<file path="config.mk">
export PLATFORM = sky130hd
export DESIGN_NAME = transparent_rle_sprite_decoder_flat
export DESIGN_NICKNAME = d
export VERILOG_FILES = /design/src/hw/rtl/trsd_pkg.sv /design/src/hw/rtl/trsd_if.sv /design/src/hw/rtl/transparent_rle_sprite_decoder.sv /design/src/hw/rtl/trsd_cfg.sv /design/src/hw/rtl/trsd_decode.sv /design/src/flat_wrapper.sv
export SDC_FILE = /design/constraint.sdc
export NUM_CORES = 1
export LEC_CHECK = 0
export BUFFER_PORTS_ARGS = -buffer_cell sky130_fd_sc_hd__buf_2
export CORE_MARGIN = 5
export CORE_UTILIZATION = 50
export DETAILED_ROUTE_END_ITERATION = 8
export HOLD_SLACK_MARGIN = 0.03
export PLACE_DENSITY = 0.85
export REMOVE_ABC_BUFFERS = 1
export SETUP_SLACK_MARGIN = 0.4
export SYNTH_ARGS = -nofsm -noshare
export SYNTH_HDL_FRONTEND = slang
export SYNTH_SLANG_ARGS = --single-unit
</file>
<file path="constraint.sdc">
create_clock -name clk -period 3.5 [get_ports clk]
set_input_delay 0.525 -clock clk [delete_from_list [all_inputs] [get_ports clk]]
set_output_delay 0.525 -clock clk [all_outputs]
set_load 0.01 [all_outputs]
</file>
<file path="src/hw/rtl/trsd_pkg.sv">
package trsd_pkg;

  // Element header layout
  localparam logic [7:0] LAST_BIT = 8'h80;
  localparam logic [6:0] LEN_MASK = 7'h7F;

  // Field widths
  localparam int unsigned ROW_W = 16;
  localparam int unsigned COL_W = 9;
  localparam int unsigned RUN_W = 7;
  localparam int unsigned DIM_W = 16;

  // Configuration port
  localparam int unsigned APB_ADDR_W = 3;
  localparam int unsigned APB_DATA_W = 32;
  localparam logic REG_IMAGE_WIDTH  = 1'b0;
  localparam logic REG_IMAGE_HEIGHT = 1'b1;
  localparam logic [DIM_W-1:0] WIDTH_RESET  = 16'd64;
  localparam logic [DIM_W-1:0] HEIGHT_RESET = 16'd64;

  // Status codes
  localparam logic [1:0] ST_OK        = 2'd0;
  localparam logic [1:0] ST_OOB       = 2'd1;
  localparam logic [1:0] ST_EARLY_END = 2'd2;

  typedef enum logic [1:0] {
    PH_HEADER,
    PH_COLUMN,
    PH_PIXELS,
    PH_DONE
  } phase_t;

  typedef struct packed {
    logic [7:0] data_byte;
    logic       end_of_data;
  } item_t;

  typedef struct packed {
    logic             pixel_valid;
    logic [ROW_W-1:0] row_index;
    logic [COL_W-1:0] column_index;
    logic [7:0]       pixel_value;
    logic             row_done;
    logic             image_done;
    logic [1:0]       status;
  } result_t;

endpackage

</file>
<file path="src/hw/rtl/trsd_if.sv">
interface trsd_byte_if import trsd_pkg::*; ();
  logic       valid;
  logic       ready;
  logic [7:0] data_byte;
  logic       end_of_data;

  modport source (output valid, data_byte, end_of_data, input ready);
  modport sink (input valid, data_byte, end_of_data, output ready);
endinterface

interface trsd_pix_if import trsd_pkg::*; ();
  logic             valid;
  logic             ready;
  logic             pixel_valid;
  logic [ROW_W-1:0] row_index;
  logic [COL_W-1:0] column_index;
  logic [7:0]       pixel_value;
  logic             row_done;
  logic             image_done;
  logic [1:0]       status;

  modport source (output valid, pixel_valid, row_index, column_index, pixel_value,
                  row_done, image_done, status, input ready);
  modport sink (input valid, pixel_valid, row_index, column_index, pixel_value,
                row_done, image_done, status, output ready);
endinterface

</file>
<file path="src/hw/rtl/transparent_rle_sprite_decoder.sv">
// Channel   Modport   Handshake        Payload
// bytes     sink      valid / ready    data_byte[7:0], end_of_data
// pixels    source    valid / ready    pixel_valid, row_index[15:0], column_index[8:0],
//                                      pixel_value[7:0], row_done, image_done, status[1:0]
// apb       slave     psel / penable   paddr[2:0], pwdata[31:0], prdata[31:0], pready
//
// One byte per cycle sustained while pixels.ready holds; each byte passes the input register,
// then the result register behind the parse logic.
// rst is synchronous, active high; clears parse state and sets both size registers to 64.
// A stalled result register holds; the input register keeps taking bytes while it can
// drain into the result register in the same cycle.
module transparent_rle_sprite_decoder import trsd_pkg::*; (
  input  logic                  clk,
  input  logic                  rst,
  trsd_byte_if.sink             bytes,
  trsd_pix_if.source            pixels,
  input  logic                  psel,
  input  logic                  penable,
  input  logic                  pwrite,
  input  logic [APB_ADDR_W-1:0] paddr,
  input  logic [APB_DATA_W-1:0] pwdata,
  output logic [APB_DATA_W-1:0] prdata,
  output logic                  pready
);

  logic [DIM_W-1:0] image_width, image_height;
  logic             s_valid;
  item_t            s_item;
  logic             o_valid;
  result_t          o_result;
  result_t          dec_result;
  logic             s_adv;

  trsd_cfg u_cfg (
    .clk          (clk),
    .rst          (rst),
    .psel         (psel),
    .penable      (penable),
    .pwrite       (pwrite),
    .paddr        (paddr),
    .pwdata       (pwdata),
    .prdata       (prdata),
    .pready       (pready),
    .image_width  (image_width),
    .image_height (image_height)
  );

  // Pipeline flow control
  assign s_adv       = s_valid && (!o_valid || pixels.ready);
  assign bytes.ready = !s_valid || s_adv;

  // Input register
  always_ff @(posedge clk) begin
    if (rst) begin
      s_valid <= 1'b0;
    end else if (bytes.ready) begin
      s_valid <= bytes.valid;
    end
  end

  always_ff @(posedge clk) begin
    if (bytes.valid && bytes.ready) begin
      s_item.data_byte   <= bytes.data_byte;
      s_item.end_of_data <= bytes.end_of_data;
    end
  end

  trsd_decode u_decode (
    .clk          (clk),
    .rst          (rst),
    .step         (s_adv),
    .item         (s_item),
    .image_width  (image_width),
    .image_height (image_height),
    .result       (dec_result)
  );

  // Result register
  always_ff @(posedge clk) begin
    if (rst) begin
      o_valid <= 1'b0;
    end else begin
      o_valid <= s_adv || (o_valid && !pixels.ready);
    end
  end

  always_ff @(posedge clk) begin
    if (s_adv) o_result <= dec_result;
  end

  assign pixels.valid        = o_valid;
  assign pixels.pixel_valid  = o_result.pixel_valid;
  assign pixels.row_index    = o_result.row_index;
  assign pixels.column_index = o_result.column_index;
  assign pixels.pixel_value  = o_result.pixel_value;
  assign pixels.row_done     = o_result.row_done;
  assign pixels.image_done   = o_result.image_done;
  assign pixels.status       = o_result.status;

`ifndef SYNTHESIS
  // a pixel write never comes from an out-of-bounds element
  a_pix_ok: assert property (@(posedge clk) disable iff (rst)
    (o_valid && o_result.pixel_valid) |-> (o_result.status != ST_OOB))
    else $error("pixel write with bounds error status");

  // non-pixel results carry zero column and value
  a_nopix_zero: assert property (@(posedge clk) disable iff (rst)
    (o_valid && !o_result.pixel_valid) |->
      ((o_result.column_index == '0) && (o_result.pixel_value == '0)))
    else $error("stray column or value without pixel");

  // a held byte stays in the input register until it moves on
  a_stage_hold: assert property (@(posedge clk) disable iff (rst)
    (s_valid && !s_adv) |=> s_valid)
    else $error("input register dropped a byte");
`endif

endmodule

</file>
<file path="src/hw/rtl/trsd_cfg.sv">
module trsd_cfg import trsd_pkg::*; (
  input  logic                  clk,
  input  logic                  rst,
  input  logic                  psel,
  input  logic                  penable,
  input  logic                  pwrite,
  input  logic [APB_ADDR_W-1:0] paddr,
  input  logic [APB_DATA_W-1:0] pwdata,
  output logic [APB_DATA_W-1:0] prdata,
  output logic                  pready,
  output logic [DIM_W-1:0]      image_width,
  output logic [DIM_W-1:0]      image_height
);

  logic wr_en;

  assign pready = 1'b1;
  assign wr_en  = psel && penable && pwrite;

  // Register writes, one per access phase
  always_ff @(posedge clk) begin
    if (rst) begin
      image_width  <= WIDTH_RESET;
      image_height <= HEIGHT_RESET;
    end else if (wr_en) begin
      case (paddr[2])
        REG_IMAGE_WIDTH:  image_width  <= pwdata[DIM_W-1:0];
        REG_IMAGE_HEIGHT: image_height <= pwdata[DIM_W-1:0];
        default: ;
      endcase
    end
  end

  // Readback
  always_comb begin
    case (paddr[2])
      REG_IMAGE_WIDTH:  prdata = {{(APB_DATA_W-DIM_W){1'b0}}, image_width};
      REG_IMAGE_HEIGHT: prdata = {{(APB_DATA_W-DIM_W){1'b0}}, image_height};
      default:          prdata = '0;
    endcase
  end

endmodule

</file>
<file path="src/hw/rtl/trsd_decode.sv">
module trsd_decode import trsd_pkg::*; (
  input  logic             clk,
  input  logic             rst,
  input  logic             step,
  input  item_t            item,
  input  logic [DIM_W-1:0] image_width,
  input  logic [DIM_W-1:0] image_height,
  output result_t          result
);

  phase_t           phase, phase_next;
  logic [ROW_W-1:0] row, row_next;
  logic [COL_W-1:0] col, col_next;
  logic [RUN_W-1:0] run, run_next;
  logic             last, last_next;
  logic [1:0]       err, err_next;

  logic             active, hdr, colph, pix;
  logic [COL_W-1:0] span;
  logic             oob, elem_end, rdone, img_end;
  logic [ROW_W-1:0] row_inc;

  // Phase decode and element end conditions
  assign active   = (err == ST_OK) && (phase != PH_DONE);
  assign hdr      = active && (phase == PH_HEADER);
  assign colph    = active && (phase == PH_COLUMN);
  assign pix      = active && (phase == PH_PIXELS);
  assign span     = {1'b0, item.data_byte} + {2'b00, run};
  assign oob      = colph && ({{(DIM_W-COL_W){1'b0}}, span} > image_width);
  assign elem_end = (colph && !oob && (run == '0)) || (pix && (run == RUN_W'(1)));
  assign rdone    = elem_end && last;
  assign row_inc  = row + ROW_W'(1);
  assign img_end  = rdone && (row_inc == image_height);

  // Next phase
  always_comb begin
    phase_next = phase;
    case (phase)
      PH_HEADER: if (hdr) phase_next = PH_COLUMN;
      PH_COLUMN: begin
        if (colph && !oob) begin
          if (elem_end) phase_next = img_end ? PH_DONE : PH_HEADER;
          else phase_next = PH_PIXELS;
        end
      end
      PH_PIXELS: if (elem_end) phase_next = img_end ? PH_DONE : PH_HEADER;
      PH_DONE: phase_next = PH_DONE;
      default: phase_next = PH_HEADER;
    endcase
  end

  // Datapath state updates
  always_comb begin
    row_next  = row;
    col_next  = col;
    run_next  = run;
    last_next = last;
    err_next  = err;
    if (hdr) begin
      last_next = |(item.data_byte & LAST_BIT);
      run_next  = item.data_byte[RUN_W-1:0] & LEN_MASK;
    end
    if (colph) col_next = {1'b0, item.data_byte};
    if (pix) begin
      col_next = col + COL_W'(1);
      run_next = run - RUN_W'(1);
    end
    if (rdone && !img_end) row_next = row_inc;
    // bounds error wins over premature end
    if (oob) err_next = ST_OOB;
    else if (active && item.end_of_data && (phase_next != PH_DONE)) err_next = ST_EARLY_END;
  end

  // Result for the byte in flight
  always_comb begin
    result.pixel_valid  = pix;
    result.row_index    = row;
    result.column_index = pix ? col : '0;
    result.pixel_value  = pix ? item.data_byte : '0;
    result.row_done     = rdone;
    result.image_done   = (phase_next == PH_DONE);
    result.status       = err_next;
  end

  always_ff @(posedge clk) begin
    if (rst) begin
      phase <= PH_HEADER;
      row   <= '0;
      col   <= '0;
      run   <= '0;
      last  <= 1'b0;
      err   <= ST_OK;
    end else if (step) begin
      phase <= phase_next;
      row   <= row_next;
      col   <= col_next;
      run   <= run_next;
      last  <= last_next;
      err   <= err_next;
    end
  end

`ifndef SYNTHESIS
  // errors are sticky until reset
  a_err_sticky: assert property (@(posedge clk) disable iff (rst)
    (err != ST_OK) |=> (err == $past(err)))
    else $error("error status changed after being set");

  // finished image never returns to parsing
  a_done_sticky: assert property (@(posedge clk) disable iff (rst)
    (phase == PH_DONE) |=> (phase == PH_DONE))
    else $error("left done phase");

  // a pixel is only written inside the configured width
  a_pix_in_bounds: assert property (@(posedge clk) disable iff (rst)
    (step && pix) |-> ({{(DIM_W-COL_W){1'b0}}, col} < image_width))
    else $error("pixel column beyond image width");
`endif

endmodule
</file>
<file path="src/flat_wrapper.sv">
// flat-port wrapper written by rule: the top's interface ports become plain ports
module transparent_rle_sprite_decoder_flat import trsd_pkg::*;
  (clk, rst, psel, penable, pwrite, paddr, pwdata, prdata, pready, bytes_valid, bytes_data_byte, bytes_end_of_data, bytes_ready, pixels_valid, pixels_pixel_valid, pixels_row_index, pixels_column_index, pixels_pixel_value, pixels_row_done, pixels_image_done, pixels_status, pixels_ready);
  trsd_byte_if bytes_i ();
  trsd_pix_if pixels_i ();
  input  logic clk;
  input  logic rst;
  input  logic psel;
  input  logic penable;
  input  logic pwrite;
  input  logic [APB_ADDR_W-1:0] paddr;
  input  logic [APB_DATA_W-1:0] pwdata;
  output logic [APB_DATA_W-1:0] prdata;
  output logic pready;
  input wire logic [$bits(bytes_i.valid)-1:0] bytes_valid;
  input wire logic [$bits(bytes_i.data_byte)-1:0] bytes_data_byte;
  input wire logic [$bits(bytes_i.end_of_data)-1:0] bytes_end_of_data;
  output wire logic [$bits(bytes_i.ready)-1:0] bytes_ready;
  output wire logic [$bits(pixels_i.valid)-1:0] pixels_valid;
  output wire logic [$bits(pixels_i.pixel_valid)-1:0] pixels_pixel_valid;
  output wire logic [$bits(pixels_i.row_index)-1:0] pixels_row_index;
  output wire logic [$bits(pixels_i.column_index)-1:0] pixels_column_index;
  output wire logic [$bits(pixels_i.pixel_value)-1:0] pixels_pixel_value;
  output wire logic [$bits(pixels_i.row_done)-1:0] pixels_row_done;
  output wire logic [$bits(pixels_i.image_done)-1:0] pixels_image_done;
  output wire logic [$bits(pixels_i.status)-1:0] pixels_status;
  input wire logic [$bits(pixels_i.ready)-1:0] pixels_ready;
  assign bytes_i.valid = bytes_valid;
  assign bytes_i.data_byte = bytes_data_byte;
  assign bytes_i.end_of_data = bytes_end_of_data;
  assign bytes_ready = bytes_i.ready;
  assign pixels_valid = pixels_i.valid;
  assign pixels_pixel_valid = pixels_i.pixel_valid;
  assign pixels_row_index = pixels_i.row_index;
  assign pixels_column_index = pixels_i.column_index;
  assign pixels_pixel_value = pixels_i.pixel_value;
  assign pixels_row_done = pixels_i.row_done;
  assign pixels_image_done = pixels_i.image_done;
  assign pixels_status = pixels_i.status;
  assign pixels_i.ready = pixels_ready;
  transparent_rle_sprite_decoder u_core (.clk(clk), .rst(rst), .bytes(bytes_i), .pixels(pixels_i), .psel(psel), .penable(penable), .pwrite(pwrite), .paddr(paddr), .pwdata(pwdata), .prdata(prdata), .pready(pready));
endmodule
</file>
**Yosys cells after proc, flatten, opt, wreduce, memory -nomap -nowiden**

Index checks and enable logic that the tools add are counted.

- Add/subtract/negate cells: 4
- Magnitude comparators: 1
- Eq/ne operators: 8
- Mux-type cells: 13
- Bitwise gates (word level): 1
- Reduce and logical (&&, ||, !) cells: 38

Operator list:

| cell | number |
|---|---|
| $pmux W32 S2 | 1 |
| $logic_and A1 B1 Y1 | 18 |
| $mux W9 | 2 |
| $add A16 B1 Y16 const B | 1 |
| $eq A16 B16 Y1 | 1 |
| $gt A9 B16 Y1 | 1 |
| $mux W2 | 7 |
| $mux W7 | 2 |
| $reduce_and A2 Y1 | 6 |
| $add A8 B7 Y9 | 1 |
| $add A9 B1 Y9 const B | 1 |
| $pmux W2 S4 | 1 |
| $eq A7 B1 Y1 const B | 1 |
| $logic_not A7 Y1 | 1 |
| $sub A7 B1 Y7 const B | 1 |
| $eq A2 B2 Y1 const B | 3 |
| $logic_not A1 Y1 | 5 |
| $logic_not A2 Y1 | 2 |
| $logic_or A1 B1 Y1 | 4 |
| $ne A2 B2 Y1 const B | 2 |
| $reduce_bool A2 Y1 | 2 |
| $eq A2 B1 Y1 const B | 1 |
| $not A1 Y1 | 1 |

- Register bits after elaboration: 118
- Input port bits: 51

**Depth between registers and ports, before layout**

Gate-level depths: netlist of run 1.

- Depth in word-level cells: 18
- Depth in mapped cells: 20
- Gate-level depth less buffers: 18

**Modules after synthesis**

A second synthesis of run 1 with hierarchy kept.

- Cell total of the unflattened synthesis: 632
- Area total of the unflattened synthesis: 6366.1 um2

Modules (own cells, without submodules):

| module | instances | cells each | area each (um2) | sequential area each (um2) |
|---|---|---|---|---|
| trsd_decode | 1 | 414 | 3168.0 | 740.7 |
| trsd_cfg | 1 | 161 | 1682.9 | 640.6 |
| transparent_rle_sprite_decoder | 1 | 57 | 1515.2 | 1451.4 |

**Least setup slack after synthesis of run 1**

OpenSTA, ideal clock, no wires.

- Path type: flip-flop to flip-flop
- Start: register u_core.u_decode.run[0]
- End: register u_core.u_decode.row[12]
- Data arrival time: 3.533 ns
- Required time: 3.379 ns
- Setup slack: -0.154 ns
- Cell stages (with the launch flop): 19
- Clock period less this slack: 3.654 ns
- Cells stage by stage: dfxtp_1 > ha_1 > inv_1 > fa_1 > inv_1 > a21oi_1 > o21ai_0 > a21oi_1 > o21bai_1 > xor2_1 > ha_1 > o21ai_0 > o21ai_0 > o211ai_1 > a32o_1 > o2111ai_2 > buf_6 > nor4_2 > mux2_4

- Longest elaborated chain between the ends: 12

Ends and longest elaborated chain:

| what | line | RTL |
|---|---|---|
| start, declared | trsd_decode.sv:14 | `logic [RUN_W-1:0] run, run_next;` |
| start signal, assigned | trsd_decode.sv:97 | `run <= run_next;` |
| $add A8 B7 Y9 | trsd_decode.sv:28 | `assign span = {1'b0, item.data_byte} + {2'b00, run};` |
| $gt A9 B16 Y1 | trsd_decode.sv:29 | `assign oob = colph && ({{(DIM_W-COL_W){1'b0}}, span} > image_width);` |
| $logic_and A1 B1 Y1 | trsd_decode.sv:29 |  |
| $logic_not A1 Y1 | trsd_decode.sv:30 | `assign elem_end = (colph && !oob && (run == '0)) \|\| (pix && (run == RUN_W'(1)));` |
| $logic_and A1 B1 Y1 (2 in series) | trsd_decode.sv:30 |  |
| $logic_or A1 B1 Y1 * | trsd_decode.sv:30 |  |
| $logic_and A1 B1 Y1 * | trsd_decode.sv:31 | `assign rdone = elem_end && last;` |
| $logic_and A1 B1 Y1 | trsd_decode.sv:33 | `assign img_end = rdone && (row_inc == image_height);` |
| $logic_not A1 Y1 | trsd_decode.sv:68 | `if (rdone && !img_end) row_next = row_inc;` |
| $logic_and A1 B1 Y1 * | trsd_decode.sv:68 |  |
| $reduce_and A2 Y1 (no source line) * | - |  |
| end signal, assigned | trsd_decode.sv:95 | `row <= row_next;` |
| end, declared | trsd_decode.sv:12 | `logic [ROW_W-1:0] row, row_next;` |

Mark *: on every way between the ends. The rest lies on a longest branch, timed or not.
A chain may end at the register's enable or synchronous reset.

**Worst setup path in the final report of run 1**

- Start: register u_core.s_item[1] (netlist bit)
- End: register u_core.u_decode.row[6]

- Longest elaborated chain between the ends: 12

Ends and longest elaborated chain:

| what | line | RTL |
|---|---|---|
| start, declared | transparent_rle_sprite_decoder.sv:28 | `item_t s_item;` |
| $add A8 B7 Y9 * | trsd_decode.sv:28 |  |
| $gt A9 B16 Y1 * | trsd_decode.sv:29 |  |
| $logic_and A1 B1 Y1 * | trsd_decode.sv:29 |  |
| $logic_not A1 Y1 * | trsd_decode.sv:30 |  |
| $logic_and A1 B1 Y1 * (2 in series) | trsd_decode.sv:30 |  |
| $logic_or A1 B1 Y1 * | trsd_decode.sv:30 |  |
| $logic_and A1 B1 Y1 * | trsd_decode.sv:31 |  |
| $logic_and A1 B1 Y1 | trsd_decode.sv:33 |  |
| $logic_not A1 Y1 | trsd_decode.sv:68 |  |
| $logic_and A1 B1 Y1 * | trsd_decode.sv:68 |  |
| $reduce_and A2 Y1 (no source line) * | - |  |

Marks and branches as above.

==> impl_metrics.csv, run 1 <==
group,metric,value,unit
status,status,"complete, but fails checks",
status,violations,"setup timing",
worst_setup_path,cp_data_arrival_time,4.00,ns
layout,final_nets,875,
layout,layout_commonest_cell,"nand2_1",
worst_setup_path,path_class,"flop to flop",
grt,antenna_found_initial,0,
worst_setup_path,rr_endpoint,"u_core.u_decode.row[6]",
die,die_h,122,um
route,num_vias,5486,
die,num_rows,40,
die,fp.dieArea,14800,um^2
grt,grt_max_degree,40,
timing,rsz0062_at_grt,"true",
yosys,synth_top_flop_cell,"dfxtp_1",
die,ios,124,
route,wl_met2,7410,um
clock_network,insertion_delay,0.42,ns
route,wl_met3,916,um
layout,num_antenna_cells,0,
die,initial_core_util,0.514,
timing,min_period,3.66,ns
route,ant_nets,0,
yosys,synth.distinct_cells,70,
route,dr.pass1.iters,5,
route,vias_per_cell,5.58,
timing,relSlewSlack,0.509,
layout,final_util,0.641,
route,drt_iter0_markers,621,
yosys,netlist_top_cells_area,"dfxtp_1 23%, edfxtp_1 23%, nand2_1 6.8%, a21oi_1 5.9%, ha_1 4.0%",
job,cap_violations,0,
timing,fmax,274,MHz
route,top_layer_used,"met4",
clock_network,root_buffer,"clkbuf_16",
route,drc,0,
grt,grt_pass1_wl,24700,um
worst_setup_path,reg2reg_depth,19,
route,drt-met1-wl,6450,um
yosys,synth_top_area_share,0.228,
place,place_congestion,0.952,
layout,finalNonFillerCells,984,
grt,overflow,0,
clock_network,htree_levels,4,
power,power.leakage,3.12,nW
worst_setup_path,rrSetupSlack,-0.16,ns
place,place_area,6860,um^2
route,wl_per_cell,15.4,um
timing,slew_violations,0,
layout,final_cell_mix,"111 x nand2_1, 88 x buf_2, 71 x dfxtp_1, 63 x a21oi_1, 47 x edfxtp_1",
yosys,synth_edf_count,47,
worst_setup_path,r2r_start,"u_core.s_item[1]",
hold_path,hold_path_class,"input pin to flop",
timing,setup_slack,-0.156,ns
clock_network,cts.sinks,118,
layout,drive_gt1_frac,0.275,
clock_network,tritoncts,"done",
worst_setup_path,crit_path_end,"u_core.u_decode.row[6]",
place,place_inst,940,
timing,finalSetupViolCount,17,
yosys,synth_warnings,0,
yosys,synth_area_per_cell,9.06,um^2
grt,grt_pass1_vias,5082,
power,peakVddDrop,0.342,mV
worst_setup_path,crit_required,3.84,ns
grt,grt_usage,0.209,
worst_setup_path,setup.worst_path.end_class,"flop",
timing,fin_skew,0.0196,ns
power,power_density,456,nW/um^2
worst_setup_path,crit_start,"u_core.s_item[1]",
timing,fin_crit_sh,1.04,
place,preCtsSetupSlack,-0.296,ns
yosys,yosysSeqAreaShare,0.455,
clock_network,clockBufferDepth,2,
place,hpwlAfterDp,10400,um
clock_network,numCtsBuffers,17,
die,fp.dieW,122,um
yosys,syn_inst,688,
route,wirelength,15200,um
layout,area_delta_synth_final,24.7,%
worst_setup_path,critPathLaunchType,"flop",
yosys,synth.largest_area_cell,"dfxtp_1",
yosys,synthArstFlopShare,0,
worst_setup_path,path_max_fanout,7,
die,core_area,12100,um^2
yosys,synth_seq_cells,118,
layout,stdcell_area,7770,um^2
yosys,syn-cell-area,6230,um^2
timing,hold_slack,0.280,ns
place,port_buffers,88,
timing,worst_slew_pin_slew,0.735,ns
timing,hold_viol,0,
clock_network,path_clk_slew,0.05,ns
timing,setup-tns-final,-1.55,ns
power,total_power,3.55,mW
## repair_timing
item | in CTS | in global routing
gates cloned | 2 | 0
setup buffers | 7 | 3
hold buffers | 0 | 0
gates resized for setup | 39 | 16
endpoints found under the setup margin | 24 | 24
pin swaps | 29 | 13
## area by class of cell
cell class                      count  area, um^2
Clock buffer                       24         503
Clock inverter                      8        68.8
Multi-Input combinational cell    502        3150
Tap cell                          168         210
Timing Repair Buffer              136         901
Inverter                           28         105
Fill cell                         954        4340
Sequential cell                   118        2830
## registers in the layout, indices dropped and copies added (netlist names)
register,flops
u_core.pixels.column_index,9
u_core.pixels.image_done,1
u_core.pixels.pixel_valid,1
u_core.pixels.pixel_value,8
u_core.pixels.row_done,1
u_core.pixels.row_index,16
u_core.pixels.status,2
u_core.pixels.valid,1
u_core.s_item,9
u_core.s_valid,1
u_core.u_cfg.image_height,16
u_core.u_cfg.image_width,16
u_core.u_decode.col,9
u_core.u_decode.err,2
u_core.u_decode.last,1
u_core.u_decode.phase,2
u_core.u_decode.row,16
u_core.u_decode.run,7
## cell usage after synthesis (all sizes together) (3+ instances only)
library cell,instances
a211oi,7
a21oi,74
a22oi,3
a311oi,4
a31oi,8
and2,3
and3,21
buf,31
clkbuf,23
dfxtp,71
edfxtp,47
ha,20
inv,27
mux2,9
nand2,114
nand2b,4
nand3,16
nand4,10
nor2,38
nor2b,7
nor3,8
nor4,7
o2111ai,3
o211ai,5
o21ai,47
o21bai,3
or3,16
xnor2,15
xor2,11
## worst max-delay path: stages, from the launching register on
cell	delay [ns]
edfxtp_1	0.35
ha_2	0.19
inv_2	0.04
fa_2	0.35
inv_2	0.07
a21oi_2	0.06
o21ai_2	0.13
a21oi_1	0.08
o21bai_1	0.19
xor2_1	0.19
ha_1	0.27
o21ai_1	0.14
o21ai_1	0.07
o211ai_1	0.27
a32o_2	0.23
o2111ai_4	0.17
buf_12	0.20
buf_16	0.13
or3_4	0.33
a21oi_2	0.13
## routing by layer
layer / vias up / GRT usage
met3: 37 / 0.0432
li1: 2660 / -
met5: - / 0
met1: 2560 / 0.267
met2: 229 / 0.340
met4: 0 / 0.0973
## logic make-up after synthesis
family | share of synthesized area
AO/OA/AOI/OAI | 0.166
XOR/XNOR | 0.0365
adder cells (fa/ha/maj) | 0.0434
buffers and inverters | 0.0741
flip-flops | 0.455
multiplexers | 0.0185
other | 0.00121
AND/OR/NAND/NOR | 0.206
## how the worst min path moves through the flow
stage / startpoint / endpoint / cells after the start
global route: bytes_data_byte[3] / u_core.s_item[4] / 1
detailed placement: u_core.u_cfg.image_width[1] / u_core.u_cfg.image_width[1] / 2
floorplan: u_core.u_cfg.image_width[1] / u_core.u_cfg.image_width[1] / 2
global placement: u_core.u_cfg.image_width[4] / u_core.u_cfg.image_width[4] / 2
CTS: bytes_data_byte[3] / u_core.s_item[4] / 1
finish: bytes_data_byte[0] / u_core.s_item[1] / 1
## where the power goes
part           total (mW)  switching (mW)  leakage [nW]  internal [mW]
sequential           1.51          0.0318          1.02           1.48
combinational       0.380           0.214          1.82          0.166
clock                1.66           0.591         0.285           1.07
(Power assumes the default switching activity.)
==> inputs of run 2 (changes only) <==
--- a/config.mk
+++ b/config.mk
@@ -7,10 +7,10 @@
 export LEC_CHECK = 0
 export BUFFER_PORTS_ARGS = -buffer_cell sky130_fd_sc_hd__buf_2
 export CORE_MARGIN = 5
-export CORE_UTILIZATION = 50
+export CORE_UTILIZATION = 55
 export DETAILED_ROUTE_END_ITERATION = 8
 export HOLD_SLACK_MARGIN = 0.03
-export PLACE_DENSITY = 0.85
+export PLACE_DENSITY = 0.89
 export REMOVE_ABC_BUFFERS = 1
 export SETUP_SLACK_MARGIN = 0.4
 export SYNTH_ARGS = -nofsm -noshare
==> constraint.sdc (replaced) <==
create_clock -name clk -period 3.7 [get_ports clk]
set_input_delay 0.555 -clock clk [delete_from_list [all_inputs] [get_ports clk]]
set_output_delay 0.555 -clock clk [all_outputs]
set_load 0.01 [all_outputs]
==> run 2 against run 1 <==
  * The flow still finishes with violations (setup timing)
  * Register-to-register slack improved by 0.08 ns
  * Fmax decreased by 3.3%
  * Wire length increased by 9.8%
  * Largest cell class unchanged
  * Largest power group unchanged
==> impl_metrics.csv, run 2 (synthesized netlist as in run 1, its figures left out) <==
group,metric,value,unit
grt,grt_pass1_vias,5390,
die,fp.dieW,116,um
grt,grt_pass1_wl,25900,um
route,drc,0,
die,die_h,116,um
grt,antenna_found_initial,0,
clock_network,clockBufferDepth,2,
route,top_layer_used,"met4",
grt,grt_usage,0.242,
timing,fin_skew,0.00639,ns
timing,slew_violations,0,
layout,final_nets,869,
layout,area_delta_synth_final,23.4,%
hold_path,holdPathStages,1,
layout,fillCellCount,705,
job,cap_violations,0,
route,wl_met3,1720,um
layout,final_cell_mix,"111 x nand2_1, 88 x buf_2, 70 x dfxtp_1, 64 x a21oi_1, 47 x edfxtp_1",
layout,multi_input_area,3160,um^2
layout,stdcell_area,7690,um^2
worst_setup_path,critPathLaunchType,"flop",
clock_network,htree_levels,4,
route,vias_per_cell,6.04,
worst_setup_path,setup.worst_path.end_class,"flop",
timing,setup-tns-final,-0.594,ns
clock_network,tritoncts,"done",
timing,worst_slew_pin_slew,0.997,ns
die,initial_core_util,0.567,
die,fp.dieArea,13600,um^2
worst_setup_path,path_max_fanout,7,
timing,hold_slack,0.314,ns
route,drt_iter0_markers,663,
route,wirelength,16700,um
power,power.leakage,3.10,nW
grt,overflow,0,
timing,finalSetupViolCount,12,
place,hpwlAfterDp,10100,um
die,num_rows,38,
power,power_density,440,nW/um^2
timing,min_period,3.78,ns
clock_network,insertion_delay,0.42,ns
timing,rsz0062_at_grt,"true",
route,wl_met2,7750,um
clock_network,root_buffer,"clkbuf_16",
die,ios,124,
layout,num_antenna_cells,0,
clock_network,path_clk_slew,0.06,ns
route,dr.pass1.iters,7,
worst_setup_path,reg2reg_depth,18,
power,peakVddDrop,0.278,mV
layout,drive_gt1_frac,0.270,
route,wl_per_cell,17.6,um
die,core_area,11000,um^2
status,violations,"setup timing",
clock_network,hold_buffers,0,
timing,fmax,265,MHz
route,num_vias,5738,
layout,layout_commonest_cell,"nand2_1",
route,drt-met1-wl,6530,um
timing,hold_viol,0,
layout,regArea,2830,um^2
place,port_buffers,88,
hold_path,hold_path_class,"input pin to flop",
clock_network,numCtsBuffers,17,
route,ant_nets,0,
clock_network,cts.sinks,118,
timing,fin_crit_sh,1.02,
status,status,"complete, but fails checks",
grt,grt_max_degree,52,
place,place_congestion,0.927,
worst_setup_path,cp_data_arrival_time,4.12,ns
worst_setup_path,path_class,"flop to flop",
timing,setup_slack,-0.0804,ns
timing,relSlewSlack,0.335,
place,place_area,6760,um^2
worst_setup_path,crit_required,4.04,ns
==> run 2: cell types whose count changed in the layout (fill, tap and decap cells not counted), moves of 2 or more <==
| cell | change |
|---|---|
| buf_6 | -5 |
| a21oi_2 | -2 |
| ha_1 | -2 |
| o21ai_2 | -2 |
| or3_1 | -2 |
| or3_4 | +2 |
==> run 2: layout make-up <==
| type | instances | area share |
|---|---|---|
| multi-input cells | 502 | 0.411 |
| flip-flops and latches | 118 | 0.369 |
| repair buffers | 130 | 0.109 |
| clock buffers | 24 | 0.0667 |
| well taps | 140 | 0.0228 |
| inverters | 28 | 0.0137 |
| clock inverters | 8 | 0.00879 |
==> run 2: timing repair <==
| item | 4_1_cts | 5_1_grt |
|---|---|---|
| gates cloned | 2 | 0 |
| resized for setup | 24 | 25 |
| setup buffers | 9 | 4 |
| endpoints found under the setup margin | 22 | 24 |
| pin swaps | 14 | 18 |
==> run 2: worst paths after layout <==
kind,startpoint,end,slack (ns)
setup / recovery,u_core.u_decode.run[1],u_core.u_decode.row[6],-0.08
setup reg to reg,u_core.u_decode.run[1],u_core.u_decode.row[6],-0.08
hold reg to reg,u_core.u_cfg.image_width[2],u_core.u_cfg.image_width[2],0.46
hold / removal,bytes_data_byte[2],u_core.s_item[3],0.31
==> run 2: critical path: stages (launching register included) <==
cell	delay (ns)
dfxtp_2	0.32
buf_4	0.14
ha_4	0.22
a21o_1	0.15
a21oi_2	0.15
o21ai_1	0.10
a21oi_1	0.23
buf_4	0.16
xnor2_2	0.05
ha_1	0.33
a211oi_2	0.25
o21ai_1	0.08
o211ai_1	0.30
a32o_2	0.23
o2111ai_4	0.17
buf_12	0.20
buf_16	0.13
or3_4	0.36
a21oi_2	0.11
==> run 2: layer usage <==
metal / global-route usage / vias to the layer above
met5: 0 / -
met4: 0.118 / 0
met3: 0.0617 / 82
met2: 0.383 / 370
met1: 0.309 / 2646
li1: - / 2640
==> run 2: stage by stage <==
stage	cells	setup WS, ns	utilization	power, mW
after floorplan	648	-0.215	-	1.63
after global placement	903	0.0236	0.616	1.74
after detailed placement	903	-0.130	0.616	1.75
after CTS	946	-0.00660	0.688	3.35
after global routing	950	-0.249	0.700	3.50
final	950	-0.0804	0.700	3.38
==> run 2: where the power goes <==
| group | leakage, nW | total, mW | internal, mW | switching [mW] |
|---|---|---|---|---|
| registers | 1.02 | 1.43 | 1.40 | 0.0330 |
| clock network | 0.296 | 1.59 | 1.03 | 0.566 |
| logic | 1.79 | 0.359 | 0.150 | 0.209 |
| total | 3.10 | 3.38 | 2.57 | 0.808 |
==> inputs of run 3 (changes only) <==
--- a/config.mk
+++ b/config.mk
@@ -5,12 +5,13 @@
 export SDC_FILE = /design/constraint.sdc
 export NUM_CORES = 1
 export LEC_CHECK = 0
-export BUFFER_PORTS_ARGS = -buffer_cell sky130_fd_sc_hd__buf_2
+export BUFFER_PORTS_ARGS = -buffer_cell sky130_fd_sc_hd__buf_4
 export CORE_MARGIN = 5
 export CORE_UTILIZATION = 55
 export DETAILED_ROUTE_END_ITERATION = 8
 export HOLD_SLACK_MARGIN = 0.03
 export PLACE_DENSITY = 0.89
+export RECOVER_POWER = 100
 export REMOVE_ABC_BUFFERS = 1
 export SETUP_SLACK_MARGIN = 0.4
 export SYNTH_ARGS = -nofsm -noshare
==> run 3 against run 2 <==
  * The run ends with capacitance limit, slew limit, setup timing left
  * Register-to-register slack worse by 0.25 ns
  * First-iteration DRC count up 13%
  * Clock skew up 0.0017 ns
  * Sequential cell count is the same
  * Sequential share of layout area fell by 1.0 points
  * Sequential power is essentially flat
  * Via count rose by 4.0%
  * Non-clock buffer count is 5 higher
  * Combinational power increased by 19%
  * Critical path type unchanged
  * Largest cell class unchanged
  * Largest power group unchanged
  * Highest routed layer unchanged
==> impl_metrics.csv, run 3 (synthesized netlist as in run 1, its figures left out) <==
group,metric,value,unit
die,core_area,11000,um^2
die,ios,124,
clock_network,htree_levels,4,
clock_network,path_clk_slew,0.06,ns
grt,antenna_found_initial,0,
grt,grt_pass1_vias,5766,
clock_network,clockBufferDepth,2,
worst_setup_path,reg2reg_depth,19,
layout,fillCellCount,749,
route,vias_per_cell,6.25,
layout,layout_commonest_cell,"nand2_1",
layout,finalNonFillerCells,955,
route,drc,0,
grt,grt_pass1_wl,28300,um
route,num_vias,5965,
place,port_buffers,88,
layout,multi_input_area,3260,um^2
timing,finalSetupViolCount,22,
hold_path,holdPathStages,1,
timing,setup_slack,-0.335,ns
route,ant_nets,0,
grt,grt_max_degree,73,
layout,area_delta_synth_final,26.9,%
layout,final_nets,874,
place,place_congestion,0.893,
grt,met2_usage,0.435,
route,dr.pass1.iters,6,
timing,relSlewSlack,-0.113,
die,die_h,116,um
hold_path,min_from,"bytes_data_byte[7]",
hold_path,hold_path_class,"input pin to flop",
power,power_density,445,nW/um^2
clock_network,numCtsBuffers,17,
worst_setup_path,critPathLaunchType,"flop",
worst_setup_path,cp_data_arrival_time,4.34,ns
die,fp.dieW,116,um
clock_network,insertion_delay,0.43,ns
layout,final_cell_mix,"109 x nand2_1, 71 x dfxtp_1, 70 x buf_4, 57 x a21oi_1, 47 x edfxtp_1",
timing,min_period,4.03,ns
place,place_inst,902,
worst_setup_path,r2r_start,"u_core.s_item[1]",
worst_setup_path,crit_start,"u_core.s_item[1]",
status,violations,"capacitance limit, slew limit, setup timing",
route,drt_iter0_markers,747,
worst_setup_path,path_class,"flop to flop",
layout,regArea,2830,um^2
layout,stdcell_area,7910,um^2
layout,num_antenna_cells,0,
clock_network,tritoncts,"done",
timing,slew_violations,73,
clock_network,hold_buffers,0,
place,hpwlAfterDp,10900,um
power,power.leakage,3.07,nW
route,wirelength,18800,um
job,cap_violations,1,
grt,overflow,0,
clock_network,root_buffer,"clkbuf_16",
place,preCtsSetupSlack,-0.153,ns
timing,fin_skew,0.00808,ns
die,initial_core_util,0.567,
worst_setup_path,setup.worst_path.end_class,"flop",
worst_setup_path,path_max_fanout,8,
die,num_rows,38,
timing,fmax,248,MHz
timing,worst_slew_pin_slew,1.67,ns
grt,met3_usage,0.0637,
die,fp.dieArea,13600,um^2
route,wl_per_cell,19.7,um
worst_setup_path,crit_required,4.01,ns
timing,rsz0062_at_grt,"true",
grt,grt-busiest-layer,"met2",
grt,grt_usage,0.267,
timing,hold_viol,0,
place,place_area,6970,um^2
layout,drive_gt1_frac,0.245,
timing,fin_crit_sh,1.09,
status,status,"complete, but fails checks",
power,peakVddDrop,0.288,mV
clock_network,cts.sinks,118,
grt,met1_usage,0.324,
run 3: stage by stage:
stage / util / setup TNS, ns / hold WS, ns / total power [mW]
floorplan: - / -1.77 / 0.430 / 1.63
global placement: 0.635 / -0.0370 / 0.444 / 1.77
detailed placement: 0.635 / -1.24 / 0.449 / 1.79
CTS: 0.714 / -0.604 / 0.296 / 3.48
global route: 0.720 / -7.61 / 0.311 / 3.64
finish: 0.720 / -4.98 / 0.323 / 3.52
run 3: report_power, final:
part / leakage, nW / internal, mW / switching (mW)
Combinational: 1.77 / 0.185 / 0.241
Sequential: 1.02 / 1.40 / 0.0381
Clock: 0.284 / 1.06 / 0.605
Total: 3.07 / 2.64 / 0.884
run 3: layout make-up:
| cell class | count | share of cell area |
|---|---|---|
| Clock inverter | 12 | 0.0196 |
| Multi-Input combinational cell | 502 | 0.413 |
| Tap cell | 140 | 0.0221 |
| Inverter | 28 | 0.0133 |
| Clock buffer | 20 | 0.0552 |
| Timing Repair Buffer | 135 | 0.119 |
| Sequential cell | 118 | 0.358 |
run 3: final timing paths:
path | slack [ns] | endpoint
setup / recovery | -0.33 | u_core.u_decode.row[12]
hold / removal | 0.32 | u_core.s_item[8]
setup reg to reg | -0.33 | u_core.u_decode.row[12]
hold reg to reg | 0.46 | u_core.u_cfg.image_width[5]
run 3: worst max-delay path, cell delays in order, from the launching register on:
cell,delay (ns)
edfxtp_1,0.36
ha_2,0.19
inv_2,0.04
fa_2,0.34
inv_2,0.06
a21oi_2,0.06
o21ai_2,0.17
a21oi_2,0.09
o21bai_2,0.20
buf_4,0.16
xor2_2,0.13
ha_1,0.27
o21ai_1,0.22
o21ai_1,0.12
o211ai_1,0.28
a32o_2,0.24
o2111ai_4,0.19
buf_12,0.22
nor4_4,0.22
mux2_4,0.31
run 3: timing repair:
item	CTS	global route
pin swaps	24	28
cloned	2	0
resized for setup	37	46
endpoints found under the setup margin	24	24
setup buffers	11	8
run 3: layer usage:
layer / up-vias / wire (um)
li1: 2644 / -
met5: - / 0
met2: 427 / 9120
met1: 2785 / 6910
met3: 109 / 1810
met4: 0 / 984
